--- src/design/pcc_pkg.sv ---
// Shared types, constants and letter tables for the Pali collation compare block.
// Used by pcc_step, pali_collation_compare and the testbench; depends on nothing else.
package pcc_pkg;

    localparam int MAX_LETTERS    = 64;
    localparam int MAX_WORD_BYTES = 256;

    localparam int LCNT_W = $clog2(MAX_LETTERS + 1);
    localparam int IDX_W  = $clog2(MAX_LETTERS);
    localparam int BCNT_W = $clog2(MAX_WORD_BYTES + 1);
    localparam int RANK_W = 6;

    localparam logic [RANK_W-1:0] RANK_UNKNOWN = 6'd41;
    localparam logic [7:0]        BYTE_H       = 8'h68;
    localparam logic [7:0]        CONT_MASK    = 8'hC0;
    localparam logic [7:0]        CONT_CODE    = 8'h80;
    localparam logic [2:0]        CHAR_KEEP    = 3'd3;
    localparam logic [2:0]        CHAR_LEN_MAX = 3'd7;

    typedef enum logic {
        PHASE_OPEN   = 1'b0,
        PHASE_CLOSED = 1'b1
    } pcc_phase_t;

    typedef struct packed {
        pcc_phase_t          phase;
        logic [LCNT_W-1:0]   w1l;
        logic [BCNT_W-1:0]   w1b;
        logic [LCNT_W-1:0]   w2l;
        logic [BCNT_W-1:0]   w2b;
        logic [23:0]         cb;
        logic [2:0]          cl;
        logic                dec;
        logic                decv;
        logic                ov1;
        logic                ov2;
        logic                tail_valid;
        logic [IDX_W-1:0]    tail_idx;
        logic [RANK_W-1:0]   tail_rank;
    } pcc_state_t;

    typedef struct packed {
        logic                en;
        logic [IDX_W-1:0]    addr;
        logic [RANK_W-1:0]   data;
    } pcc_wr_t;

    typedef struct packed {
        logic valid;
        logic first;
        logic ovf;
    } pcc_result_t;

    // Rank of an assembled character in the 41-letter alphabet.
    function automatic logic [RANK_W-1:0] pcc_char_rank(input logic [2:0] len,
                                                        input logic [23:0] code);
        logic [RANK_W-1:0] r;
        r = RANK_UNKNOWN;
        unique case (len)
            3'd1:
            begin
                case (code)
                    24'h000061: r = 6'd0;
                    24'h000069: r = 6'd2;
                    24'h000075: r = 6'd4;
                    24'h000065: r = 6'd6;
                    24'h00006F: r = 6'd7;
                    24'h00006B: r = 6'd8;
                    24'h000067: r = 6'd10;
                    24'h000063: r = 6'd13;
                    24'h00006A: r = 6'd15;
                    24'h000074: r = 6'd23;
                    24'h000064: r = 6'd25;
                    24'h00006E: r = 6'd27;
                    24'h000070: r = 6'd28;
                    24'h000062: r = 6'd30;
                    24'h00006D: r = 6'd32;
                    24'h000079: r = 6'd33;
                    24'h000072: r = 6'd34;
                    24'h00006C: r = 6'd35;
                    24'h000076: r = 6'd36;
                    24'h000073: r = 6'd37;
                    24'h000068: r = 6'd38;
                    default:    r = RANK_UNKNOWN;
                endcase
            end
            3'd2:
            begin
                case (code)
                    24'h00C481: r = 6'd1;
                    24'h00C4AB: r = 6'd3;
                    24'h00C5AB: r = 6'd5;
                    24'h00C3B1: r = 6'd17;
                    default:    r = RANK_UNKNOWN;
                endcase
            end
            3'd3:
            begin
                case (code)
                    24'hE1B985: r = 6'd12;
                    24'hE1B9AD: r = 6'd18;
                    24'hE1B88D: r = 6'd20;
                    24'hE1B987: r = 6'd22;
                    24'hE1B8B7: r = 6'd39;
                    24'hE1B983: r = 6'd40;
                    default:    r = RANK_UNKNOWN;
                endcase
            end
            default: r = RANK_UNKNOWN;
        endcase
        return r;
    endfunction

    // True for base letters whose aspirated form follows them in the alphabet.
    function automatic logic pcc_mergeable(input logic [RANK_W-1:0] r);
        logic m;
        case (r) inside
            6'd8, 6'd10, 6'd13, 6'd15, 6'd18, 6'd20, 6'd23, 6'd25, 6'd28, 6'd30: m = 1'b1;
            default: m = 1'b0;
        endcase
        return m;
    endfunction

endpackage

--- src/design/pali_collation_compare.sv ---
// Pali collation compare: the verdict is in the result register in the cycle after the last byte
// of word two. Throughput is one byte per cycle while in_ready is high, set by the combinational
// step logic and the two-read-port rank RAM. A byte is accepted whenever the result register is
// empty or being emptied in that cycle. Reset clears all control state and the result valid flag
// at once; the rank RAM needs no clearing pass, since only current word-one entries are read.
module pali_collation_compare (
    input  logic       clk,
    input  logic       rst_n,
    input  logic       in_valid,
    output logic       in_ready,
    input  logic [7:0] data_byte,
    input  logic       second_word,
    input  logic       last_byte_of_word,
    output logic       out_valid,
    input  logic       out_ready,
    output logic       word_one_first,
    output logic       overflow
);
    import pcc_pkg::*;

    // The state register holds the counters, the character being assembled, the running
    // verdict and the tail letter of word one. Each accepted request updates it.
    pcc_state_t  state_reg;
    pcc_state_t  state_next;
    pcc_state_t  step_state;
    pcc_wr_t     step_wr;
    pcc_result_t step_result;

    logic              accept;
    logic [RANK_W-1:0] ram_a;
    logic [RANK_W-1:0] ram_b;

    logic out_valid_reg;
    logic out_valid_next;
    logic out_first_reg;
    logic out_ovf_reg;

    // A new request is taken as long as the result register can be freed in this cycle.
    assign in_ready = !out_valid_reg || out_ready;
    assign accept   = in_valid && in_ready;

    pcc_step u_step (
        .state             (state_reg),
        .data_byte         (data_byte),
        .second_word       (second_word),
        .last_byte_of_word (last_byte_of_word),
        .ram_a             (ram_a),
        .ram_b             (ram_b),
        .state_next        (step_state),
        .wr                (step_wr),
        .result            (step_result)
    );

    assign state_next = accept ? step_state : state_reg;

    // The rank RAM holds word one's letters except one still open as word one closes. The read
    // ports are aimed at the next word-two letter index and the one after it, so both ranks a byte
    // may need are waiting in the read registers when that byte arrives.
    pcc_ram #(
        .WIDTH (RANK_W),
        .DEPTH (MAX_LETTERS)
    ) u_ram (
        .clk       (clk),
        .wr_en     (accept && step_wr.en),
        .wr_addr   (step_wr.addr),
        .wr_data   (step_wr.data),
        .rd_addr_a (state_next.w2l[IDX_W-1:0]),
        .rd_data_a (ram_a),
        .rd_addr_b (state_next.w2l[IDX_W-1:0] + IDX_W'(1)),
        .rd_data_b (ram_b)
    );

    always_ff @(posedge clk or negedge rst_n)
    begin
        if (!rst_n)
        begin
            state_reg <= '0;
        end
        else
        begin
            state_reg <= state_next;
        end
    end

    // Result register: loaded with the verdict on the last byte of word two.
    always_comb
    begin
        out_valid_next = out_valid_reg;
        if (accept && step_result.valid)
        begin
            out_valid_next = 1'b1;
        end
        else if (out_ready)
        begin
            out_valid_next = 1'b0;
        end
    end

    always_ff @(posedge clk or negedge rst_n)
    begin
        if (!rst_n)
        begin
            out_valid_reg <= 1'b0;
        end
        else
        begin
            out_valid_reg <= out_valid_next;
        end
    end

    always_ff @(posedge clk)
    begin
        if (accept && step_result.valid)
        begin
            out_first_reg <= step_result.first;
            out_ovf_reg   <= step_result.ovf;
        end
    end

    assign out_valid      = out_valid_reg;
    assign word_one_first = out_first_reg;
    assign overflow       = out_ovf_reg;

`ifndef SYNTH
    // The tail letter is only ever recorded when word one closes.
    assert property (@(posedge clk) disable iff (!rst_n)
        state_reg.tail_valid |-> state_reg.phase == PHASE_CLOSED)
        else $error("tail letter valid while word one is open");

    // Letter counters never run past the buffer.
    assert property (@(posedge clk) disable iff (!rst_n)
        (state_reg.w1l <= LCNT_W'(MAX_LETTERS)) && (state_reg.w2l <= LCNT_W'(MAX_LETTERS)))
        else $error("letter count beyond capacity");

    // Ranks are written to the RAM only by word-one requests.
    assert property (@(posedge clk) disable iff (!rst_n)
        (accept && step_wr.en) |-> !second_word)
        else $error("rank RAM written outside word one");

    // A verdict leaves word two cleared for the next comparison.
    assert property (@(posedge clk) disable iff (!rst_n)
        (accept && second_word && last_byte_of_word)
        |=> (state_reg.w2l == '0 && state_reg.w2b == '0 && !state_reg.dec && out_valid_reg))
        else $error("word two state not cleared after verdict");
`endif

endmodule

--- src/design/pcc_ram.sv ---
// Generic RAM with one write port and two registered read ports.
// New data is returned when a read address matches the write address. No dependencies.
module pcc_ram #(
    parameter int WIDTH = 8,
    parameter int DEPTH = 64
) (
    input  logic                     clk,
    input  logic                     wr_en,
    input  logic [$clog2(DEPTH)-1:0] wr_addr,
    input  logic [WIDTH-1:0]         wr_data,
    input  logic [$clog2(DEPTH)-1:0] rd_addr_a,
    output logic [WIDTH-1:0]         rd_data_a,
    input  logic [$clog2(DEPTH)-1:0] rd_addr_b,
    output logic [WIDTH-1:0]         rd_data_b
);

    logic [WIDTH-1:0] mem [DEPTH];

    always_ff @(posedge clk)
    begin
        if (wr_en)
        begin
            mem[wr_addr] <= wr_data;
        end
        rd_data_a <= (wr_en && wr_addr == rd_addr_a) ? wr_data : mem[rd_addr_a];
        rd_data_b <= (wr_en && wr_addr == rd_addr_b) ? wr_data : mem[rd_addr_b];
    end

endmodule

--- src/design/pcc_step.sv ---
// Next-state logic for one accepted byte: character assembly, ranking, storing and comparing.
// Depends on pcc_pkg.
module pcc_step (
    input  pcc_pkg::pcc_state_t      state,
    input  logic [7:0]               data_byte,
    input  logic                     second_word,
    input  logic                     last_byte_of_word,
    input  logic [pcc_pkg::RANK_W-1:0] ram_a,
    input  logic [pcc_pkg::RANK_W-1:0] ram_b,
    output pcc_pkg::pcc_state_t      state_next,
    output pcc_pkg::pcc_wr_t         wr,
    output pcc_pkg::pcc_result_t     result
);
    import pcc_pkg::*;

    localparam logic [LCNT_W-1:0] LETTER_CAP = LCNT_W'(MAX_LETTERS);
    localparam logic [BCNT_W-1:0] BYTE_CAP   = BCNT_W'(MAX_WORD_BYTES);

    logic [RANK_W-1:0] rank_cur;

    assign rank_cur = pcc_char_rank(state.cl, state.cb);

    // Returns the updated {decided, decided_value} after comparing one letter pair.
    function automatic logic [1:0] cmp(input logic [RANK_W-1:0] sv,
                                       input logic [RANK_W-1:0] r,
                                       input logic dec,
                                       input logic decv);
        logic [1:0] o;
        o = {dec, decv};
        if (sv < r)
        begin
            o = 2'b11;
        end
        else if (sv > r)
        begin
            o = 2'b10;
        end
        return o;
    endfunction

    always_comb
    begin
        pcc_state_t        s;
        logic              cont;
        logic              take_valid;
        logic              merged;
        logic [RANK_W-1:0] take_rank;
        logic [RANK_W-1:0] flush_rank;
        logic [RANK_W-1:0] stored_a;
        logic [RANK_W-1:0] stored_b;
        logic [IDX_W-1:0]  idx_b;

        s          = state;
        wr         = '0;
        result     = '0;
        take_valid = 1'b0;
        merged     = 1'b0;
        take_rank  = rank_cur;
        flush_rank = '0;

        if (!second_word && s.phase == PHASE_CLOSED)
        begin
            // A word-one byte after word one was closed starts a new pair.
            s       = '0;
            s.phase = PHASE_OPEN;
        end
        else if (second_word && s.phase == PHASE_OPEN)
        begin
            // Close word one; its last open character goes to the tail register.
            if (s.cl != 3'd0)
            begin
                if (s.w1l < LETTER_CAP)
                begin
                    s.tail_valid = 1'b1;
                    s.tail_idx   = s.w1l[IDX_W-1:0];
                    s.tail_rank  = rank_cur;
                    s.w1l        = s.w1l + LCNT_W'(1);
                end
                else
                begin
                    s.ov1 = 1'b1;
                end
            end
            s.cl    = 3'd0;
            s.cb    = '0;
            s.phase = PHASE_CLOSED;
        end

        // A letter still open when word one closes lives in the tail register, not the RAM.
        idx_b    = s.w2l[IDX_W-1:0] + IDX_W'(1);
        stored_a = (s.tail_valid && s.tail_idx == s.w2l[IDX_W-1:0]) ? s.tail_rank : ram_a;
        stored_b = (s.tail_valid && s.tail_idx == idx_b) ? s.tail_rank : ram_b;

        if (!second_word)
        begin
            if (s.w1b < BYTE_CAP)
            begin
                s.w1b = s.w1b + BCNT_W'(1);
            end
            else
            begin
                s.ov1 = 1'b1;
            end
        end
        else
        begin
            if (s.w2b < BYTE_CAP)
            begin
                s.w2b = s.w2b + BCNT_W'(1);
            end
            else
            begin
                s.ov2 = 1'b1;
            end
        end

        cont = (data_byte & CONT_MASK) == CONT_CODE;
        if (s.cl != 3'd0 && cont)
        begin
            if (s.cl < CHAR_KEEP)
            begin
                s.cb = {s.cb[15:0], data_byte};
            end
            if (s.cl < CHAR_LEN_MAX)
            begin
                s.cl = s.cl + 3'd1;
            end
        end
        else
        begin
            if (s.cl != 3'd0)
            begin
                take_valid = 1'b1;
                if (data_byte == BYTE_H && pcc_mergeable(rank_cur))
                begin
                    take_rank = rank_cur + RANK_W'(1);
                    merged    = 1'b1;
                end
            end
            if (merged)
            begin
                s.cl = 3'd0;
                s.cb = '0;
            end
            else
            begin
                s.cb = {16'd0, data_byte};
                s.cl = 3'd1;
            end
        end

        if (take_valid)
        begin
            if (!second_word)
            begin
                if (s.w1l < LETTER_CAP)
                begin
                    wr.en   = 1'b1;
                    wr.addr = s.w1l[IDX_W-1:0];
                    wr.data = take_rank;
                    s.w1l   = s.w1l + LCNT_W'(1);
                end
                else
                begin
                    s.ov1 = 1'b1;
                end
            end
            else
            begin
                if (s.w2l < LETTER_CAP)
                begin
                    if (!s.dec && s.w2l < s.w1l)
                    begin
                        {s.dec, s.decv} = cmp(stored_a, take_rank, s.dec, s.decv);
                    end
                    s.w2l = s.w2l + LCNT_W'(1);
                end
                else
                begin
                    s.ov2 = 1'b1;
                end
            end
        end

        if (last_byte_of_word)
        begin
            if (s.cl != 3'd0)
            begin
                flush_rank = pcc_char_rank(s.cl, s.cb);
                if (!second_word)
                begin
                    if (s.w1l < LETTER_CAP)
                    begin
                        s.tail_valid = 1'b1;
                        s.tail_idx   = s.w1l[IDX_W-1:0];
                        s.tail_rank  = flush_rank;
                        s.w1l        = s.w1l + LCNT_W'(1);
                    end
                    else
                    begin
                        s.ov1 = 1'b1;
                    end
                end
                else
                begin
                    if (s.w2l < LETTER_CAP)
                    begin
                        if (!s.dec && s.w2l < s.w1l)
                        begin
                            {s.dec, s.decv} = cmp(take_valid ? stored_b : stored_a,
                                                  flush_rank, s.dec, s.decv);
                        end
                        s.w2l = s.w2l + LCNT_W'(1);
                    end
                    else
                    begin
                        s.ov2 = 1'b1;
                    end
                end
            end
            s.cl = 3'd0;
            s.cb = '0;

            if (!second_word)
            begin
                s.phase = PHASE_CLOSED;
            end
            else
            begin
                result.valid = 1'b1;
                result.first = s.dec ? s.decv : (s.w1b < s.w2b);
                result.ovf   = s.ov1 | s.ov2;
                // Word two is cleared right away so the next word two starts fresh.
                s.w2l  = '0;
                s.w2b  = '0;
                s.dec  = 1'b0;
                s.decv = 1'b0;
                s.ov2  = 1'b0;
            end
        end

        state_next = s;
    end

endmodule

--- config.mk ---
export PLATFORM = sky130hd
export DESIGN_NAME = pali_collation_compare
export DESIGN_NICKNAME = d
export VERILOG_FILES = /design/src/design/pcc_pkg.sv /design/src/design/pali_collation_compare.sv /design/src/design/pcc_ram.sv /design/src/design/pcc_step.sv
export SDC_FILE = /design/constraint.sdc
export NUM_CORES = 1
export LEC_CHECK = 0
export CAP_MARGIN = 5
export CORE_MARGIN = 2
export CORE_UTILIZATION = 38
export DETAILED_ROUTE_END_ITERATION = 10
export DONT_BUFFER_PORTS = 1
export SYNTH_ARGS = -nofsm -noshare
export SYNTH_HDL_FRONTEND = slang
export SYNTH_SLANG_ARGS = --single-unit
export TNS_END_PERCENT = 20
--- constraint.sdc ---
create_clock -name clk -period 16.7 [get_ports clk]
set_input_delay 3.34 -clock clk [delete_from_list [all_inputs] [get_ports clk]]
set_output_delay 3.34 -clock clk [all_outputs]
set_load 0.01 [all_outputs]
# Yosys cells after proc, flatten, opt, wreduce, memory -nomap -nowiden
# Memory sizes are Yosys's and may differ from the RTL's. A register that Yosys moved wholly into a read port is not among the register bits.
# Index checks and enable logic that the tools add are counted.
# classes
add_sub_neg	10
multipliers	0
div	0
n_lt_le_gt_ge	16
n_eq_ne	82
shift	0
n_mux	102
n_bitwise	2
reduce_logical	22
# op_table
operator	count
24-bit by 7-bit equality test with 1-bit output (second input constant)	42
24-bit equality test (second input constant)	12
6-bit case mux with 21 select lines	2
24-bit by 16-bit equality test with 1-bit output (second input constant)	8
13-bit 2-to-1 mux	9
27-bit 2-to-1 mux	3
7-bit 2-to-1 mux	11
6-bit case mux with 6 select lines	2
60-bit 2-to-1 mux	1
59-bit 2-to-1 mux	1
6-bit 2-to-1 mux	8
6-bit case mux with 4 select lines	2
6-bit by 5-bit equality test with 1-bit output (second input constant)	6
9-bit 2-to-1 mux	4
6-bit case mux with 3 select lines	2
7-bit < comparator (second input constant)	5
17-bit 2-to-1 mux	2
1-bit 2-to-1 mux	32
7-bit by 1-bit adder with 7-bit output (second input constant)	4
25-bit 2-to-1 mux	1
6-bit by 4-bit equality test with 1-bit output (second input constant)	4
2-bit 2-to-1 mux	12
24-bit 2-to-1 mux	1
8-bit 2-to-1 mux	3
other kinds (28)	57
# totals
ff_bits	80
latch_bits	0
mem_bits_rw	384
romBits	0
input_bits	14
wordCells	253
mem_count	1
# memory_table
name	words	word_bits	rd	rd_ports_with_merged_regs	write_ports	line	source
u_ram.mem	64	6	2	2	1	pcc_ram.sv:17	logic [WIDTH-1:0] mem [DEPTH];

# Longest topological paths before layout
# logic_depth
ltp_word	32
ltp_mapped	30

# Cells and area by module
# A second synthesis with hierarchy kept.
# hier_totals
hier_cells	2113
area_unflattened_um2	27322.5
# by_module_without_submodules
mod	n_inst	cells_each	area_each_um2	seq_area_each_um2
pcc_ram	1	968	18390.1	11771.3
pcc_step	1	947	5781.8	0.0
pali_collation_compare	1	198	3150.5	2011.9

# Worst setup path after synthesis
# No wires, ideal clock.
# synth_path
path_kind	input to register
from	in second_word
to	reg state_reg[16] in the netlist's numbering
setup_ns	0.127
t_arrival_ns	7.824
required_ns	16.573
slack_ns	8.749
cell_stages	25
path_buffers	3
cell_sequence	clkbuf_1 -> xnor2_1 -> clkbuf_1 -> nand2_1 -> ha_1 -> inv_1 -> o2111ai_1 -> clkbuf_1 -> o21ai_1 -> nand2_1 -> nor3_1 -> o21a_2 -> o2bb2ai_2 -> nor4_1 -> nand2_1 -> ha_1 -> nor2b_1 -> o21a_1 -> o21a_1 -> o21ai_0 -> nand2b_1 -> a21oi_1 -> or4_1 -> a31oi_1 -> o21ai_0
# synth_via
elab_chain_len	23
word_cells_on_any_way	111
cone_classes	add/sub: 4; order compare: 11; eq/ne: 36; mux: 48; reduce/logical: 12
# synth_rtl
item	line	source
start, declared	pali_collation_compare.sv:12	input logic second_word,
1-bit logical AND / 1-bit zero test (equally long branches)	--	
27-bit 2-to-1 mux / 1-bit logical AND (equally long branches)	pcc_step.sv:67, pcc_step.sv:61	
27-bit 2-to-1 mux	pcc_step.sv:61	if (!second_word && s.phase == PHASE_CLOSED)
3-bit nonzero test	pcc_step.sv:118, pcc_step.sv:131	
1-bit 2-to-1 mux	pcc_step.sv:131	if (s.cl != 3'd0)
1-bit 2-to-1 mux	pcc_step.sv:118	if (s.cl != 3'd0 && cont)
11-bit 2-to-1 mux	pcc_step.sv:140	if (merged)
27-bit 2-to-1 mux	pcc_step.sv:118	
[... 7 more ...]	--	
2-bit 2-to-1 mux	pcc_step.sv:30	if (sv < r)
2-bit 2-to-1 mux	pcc_step.sv:208	if (!s.dec && s.w2l < s.w1l)
2-bit 2-to-1 mux	pcc_step.sv:206	if (s.w2l < LETTER_CAP)
2-bit 2-to-1 mux	pcc_step.sv:190	if (!second_word)
17-bit 2-to-1 mux	pcc_step.sv:187	if (s.cl != 3'd0)
17-bit 2-to-1 mux	pcc_step.sv:185	if (last_byte_of_word)
2-bit 2-to-1 mux	pcc_step.sv:224	if (!second_word)
60-bit 2-to-1 mux *	pcc_step.sv:185	
end signal, assigned	pali_collation_compare.sv:81	state_reg <= state_next;
end, declared	pali_collation_compare.sv:23	pcc_state_t state_reg;
# Mark *: on every way between the ends. The rest lies on a longest branch, timed or not. The select of a mux whose other input is x is not followed.
# A chain may end at the register's enable or synchronous reset.

# Final worst setup path
# Same ends and word-level chain as after synthesis.

==> flow_metrics.env <==
export IMPL_cp_required_ps=17170
export IMPL_ys_ff_latch=476
export IMPL_finalSetupViolations=0
export IMPL_core_um2=68800
export IMPL_area_growth_pct=9.90
export IMPL_final_hold_violation_count=0
export IMPL_worst_setup_path_end_kind="flip-flop"
export IMPL_die_w_um=268
export IMPL_ctsResizeCount=0
export IMPL_synthDominantCellAreaShare_pct=43.8
export IMPL_whs_ps=487
export IMPL_clockBufferDepth=3
export IMPL_portBuffers=0
export IMPL_synth_most_common_cell="edfxtp_1"
export IMPL_initial_utilization_pct=38.5
export IMPL_wl_per_cell_um=26.3
export IMPL_via_per_inst=6.16
export IMPL_diodes=0
export IMPL_grt_max_degree=79
export IMPL_grt_first_pass_wirelength_um=115000
export IMPL_cts_made_buffers=51
export IMPL_path_max_fanout=32
export IMPL_largest_reg_flops=384
export IMPL_path_cells="xnor2_1 > buf_4 > nand2_1 > ha_1 > inv_1 > o2111ai_1 > nand2_1 > o21ai_1 > nand2_1 > nor2_1 > o21ai_0 > nor4_1 > o21ai_0 > nand3_1 > nand4b_4 > nor2_1 > ha_1 > o21a_1 > o21ai_0 > nand2b_1 > a21oi_1 > or4_1 > a31oi_1 > o21ai_0"
export IMPL_leakagePower_nw=9.08
export IMPL_worstPathArrival_ps=8400
export IMPL_die_height_um=268
export IMPL_synth_commonest_cells="edfxtp_1, mux4_2, nand2_1"
export IMPL_dieArea_um2=71800
export IMPL_track_usage_pct=21.3
export IMPL_antenna_found_initial=1
export IMPL_peakVddDrop_mv=0.0912
export IMPL_yosys_area_top_type="edfxtp_1"
export IMPL_place_ws_ps=8320
export IMPL_path_delay_family="simple AND/OR/NAND/NOR gates"
export IMPL_fin_setup_tns_ps=0
export IMPL_synthCells=1942
export IMPL_min_path_type="reg2reg"
export IMPL_power_mw=2.98
export IMPL_clk_latency_ps=620
export IMPL_slew_viol_final=0
export IMPL_critPathKind="in2reg"
export IMPL_first_pass_iters=6
export IMPL_clkTransAtPathRegs_ps=60
export IMPL_grt_setup_unrepaired="no"
export IMPL_maxCapViolCount=0
export IMPL_outcome="finished, final reports clean"
export IMPL_fin_worst_skew_ps=25.3
export IMPL_dp_final_hpwl_um=50600
export IMPL_maxSlewHeadroom_pct=26.4
export IMPL_cpPeakStageDelay_ps=800
export IMPL_ant_nets=0
export IMPL_cts_max_level=2
export IMPL_post_cts_setup_buffers=0
export IMPL_fin_nets=1960
export IMPL_clock_sinks=476
export IMPL_ys_seq_area_share_pct=52.0
export IMPL_powerDensity_nw_per_um2=102
export IMPL_yosys_most_used_dff="edfxtp_1"
export IMPL_synth_area_um2=26500
export IMPL_overflow=0
export IMPL_cts_tree="done"
export IMPL_fin_crit_sh_pct=47.5
export IMPL_wirelength_um=75500
export IMPL_period_needed_ps=7930
export IMPL_path_buf_inv=2
export IMPL_grt_pass1_vias=17500
export IMPL_clock_root_buffer="clkbuf_16"
export IMPL_crit_top_cell="o21ai_0"
export IMPL_yosysWarnings=0
export IMPL_worst_pin_slew_ps=1100
export IMPL_io_pins=18
export IMPL_gp_congestion=0.918
export IMPL_ys_types=96
export IMPL_drive_gt1_share_pct=22.1
export IMPL_route_vias_total=17700
export IMPL_synth_nets=2002
export IMPL_cts_hold_buf=0
export IMPL_setup_slack_ps=8770
export IMPL_async_flop_share_pct=16.4
export IMPL_fmax_mhz=126
export IMPL_drt_iter0_drc=1970
export IMPL_drcViolationCount=0
export IMPL_synthTopCellsByArea="edfxtp_1, mux4_2, dfrtp_1"
export IMPL_synth_edf_count=386
export IMPL_setup_worst_path_start_class="input port"
export IMPL_cp_slowest_cell="o2111ai_1"
export IMPL_rows=96
export IMPL_avgSynthCellArea_um2=13.6
power by group:
group / leakage, nW / total, mW / switching, mW / internal [mW]
registers: 4.45 / 1.34 / 0.0507 / 1.29
clock network: 0.809 / 1.14 / 0.492 / 0.649
logic: 3.82 / 0.495 / 0.266 / 0.230
total: 9.08 / 2.98 / 0.809 / 2.17
routing by layer:
metal  global-route usage, %  wire length [um]
met1                    29.3             31200
met4                    7.76              2740
met5                       0                 0
met3                    3.23              5130
met2                    34.3             36400
worst paths after layout:
kind,cells after the start,to,startpoint,slack [ps]
max,24,state_reg[16],second_word,8770
min,2,state_reg[10],state_reg[10],490
max reg2reg,26,state_reg[16],state_reg[30],9570
min reg2reg,2,state_reg[10],state_reg[10],490
max in group asynchronous,0,state_reg[75],rst_n,14150
min in group asynchronous,0,state_reg[58],rst_n,2420
through the flow:
| stage | instance area [um2] | util, % | instances |
|---|---|---|---|
| after global routing | 29100 | 42.3 | 2872 |
| after floorplan | 26500 | - | 1942 |
| after detailed placement | 27400 | 39.9 | 2778 |
| after CTS | 29100 | 42.3 | 2872 |
| after global placement | 27400 | 39.9 | 2778 |
| final | 29100 | 42.3 | 2872 |
cell usage in the layout (no fill, tap or decap), types with 6 or more instances in the layout:
master / n
a22o_1: 20
nor3_1: 40
and3_1: 9
or2_2: 9
xnor2_1: 27
or3_1: 10
xor2_1: 22
and2_1: 18
mux2_2: 9
a211oi_1: 8
ha_1: 46
nand3_1: 44
mux2i_1: 17
nand2_1: 192
nor4_1: 26
o211ai_1: 8
o21ai_0: 76
o21ai_1: 7
o21a_1: 13
a22oi_1: 6
clkinv_1: 12
nand2b_1: 14
nand4_1: 17
nor2b_1: 14
buf_4: 35
a31oi_1: 22
clkbuf_16: 52
clkinv_2: 11
mux4_2: 252
dfrtp_1: 78
and4_1: 6
edfxtp_1: 386
a21oi_1: 68
a32o_1: 7
o22ai_1: 9
dfxtp_1: 6
inv_1: 29
clkbuf_1: 7
nand4b_1: 9
nor2_1: 176
logic make-up after synthesis:
group	Yosys count	share of synthesized area, %
and+or+nand+nor	634	11.7
DFF	476	52.0
AOI/OAI and AO/OA	300	7.54
muxes	278	22.5
buffers and inverters	159	2.44
xor gates and xnor gates	49	1.62
adders and majority gates	46	2.17
worst register-to-register path: cells and delay by family, from the launching register on:
family                   cells  cell delay, ps
AND/OR/NAND/NOR             12            3450
buffers and inverters        2             460
flip-flops                   1             540
AO/OA/AOI/OAI               10            1880
adder cells (fa/ha/maj)      2             660
cell type report:
| cell class | count | area [um2] |
|---|---|---|
| clock buffer | 59 | 1330 |
| clock inverter | 35 | 337 |
| fill | 6224 | 39700 |
| inverter | 29 | 109 |
| multi-input combinational | 1307 | 12100 |
| sequential | 476 | 13800 |
| tap | 931 | 1160 |
| timing repair buffer | 35 | 263 |
(Power assumes the default switching activity.)
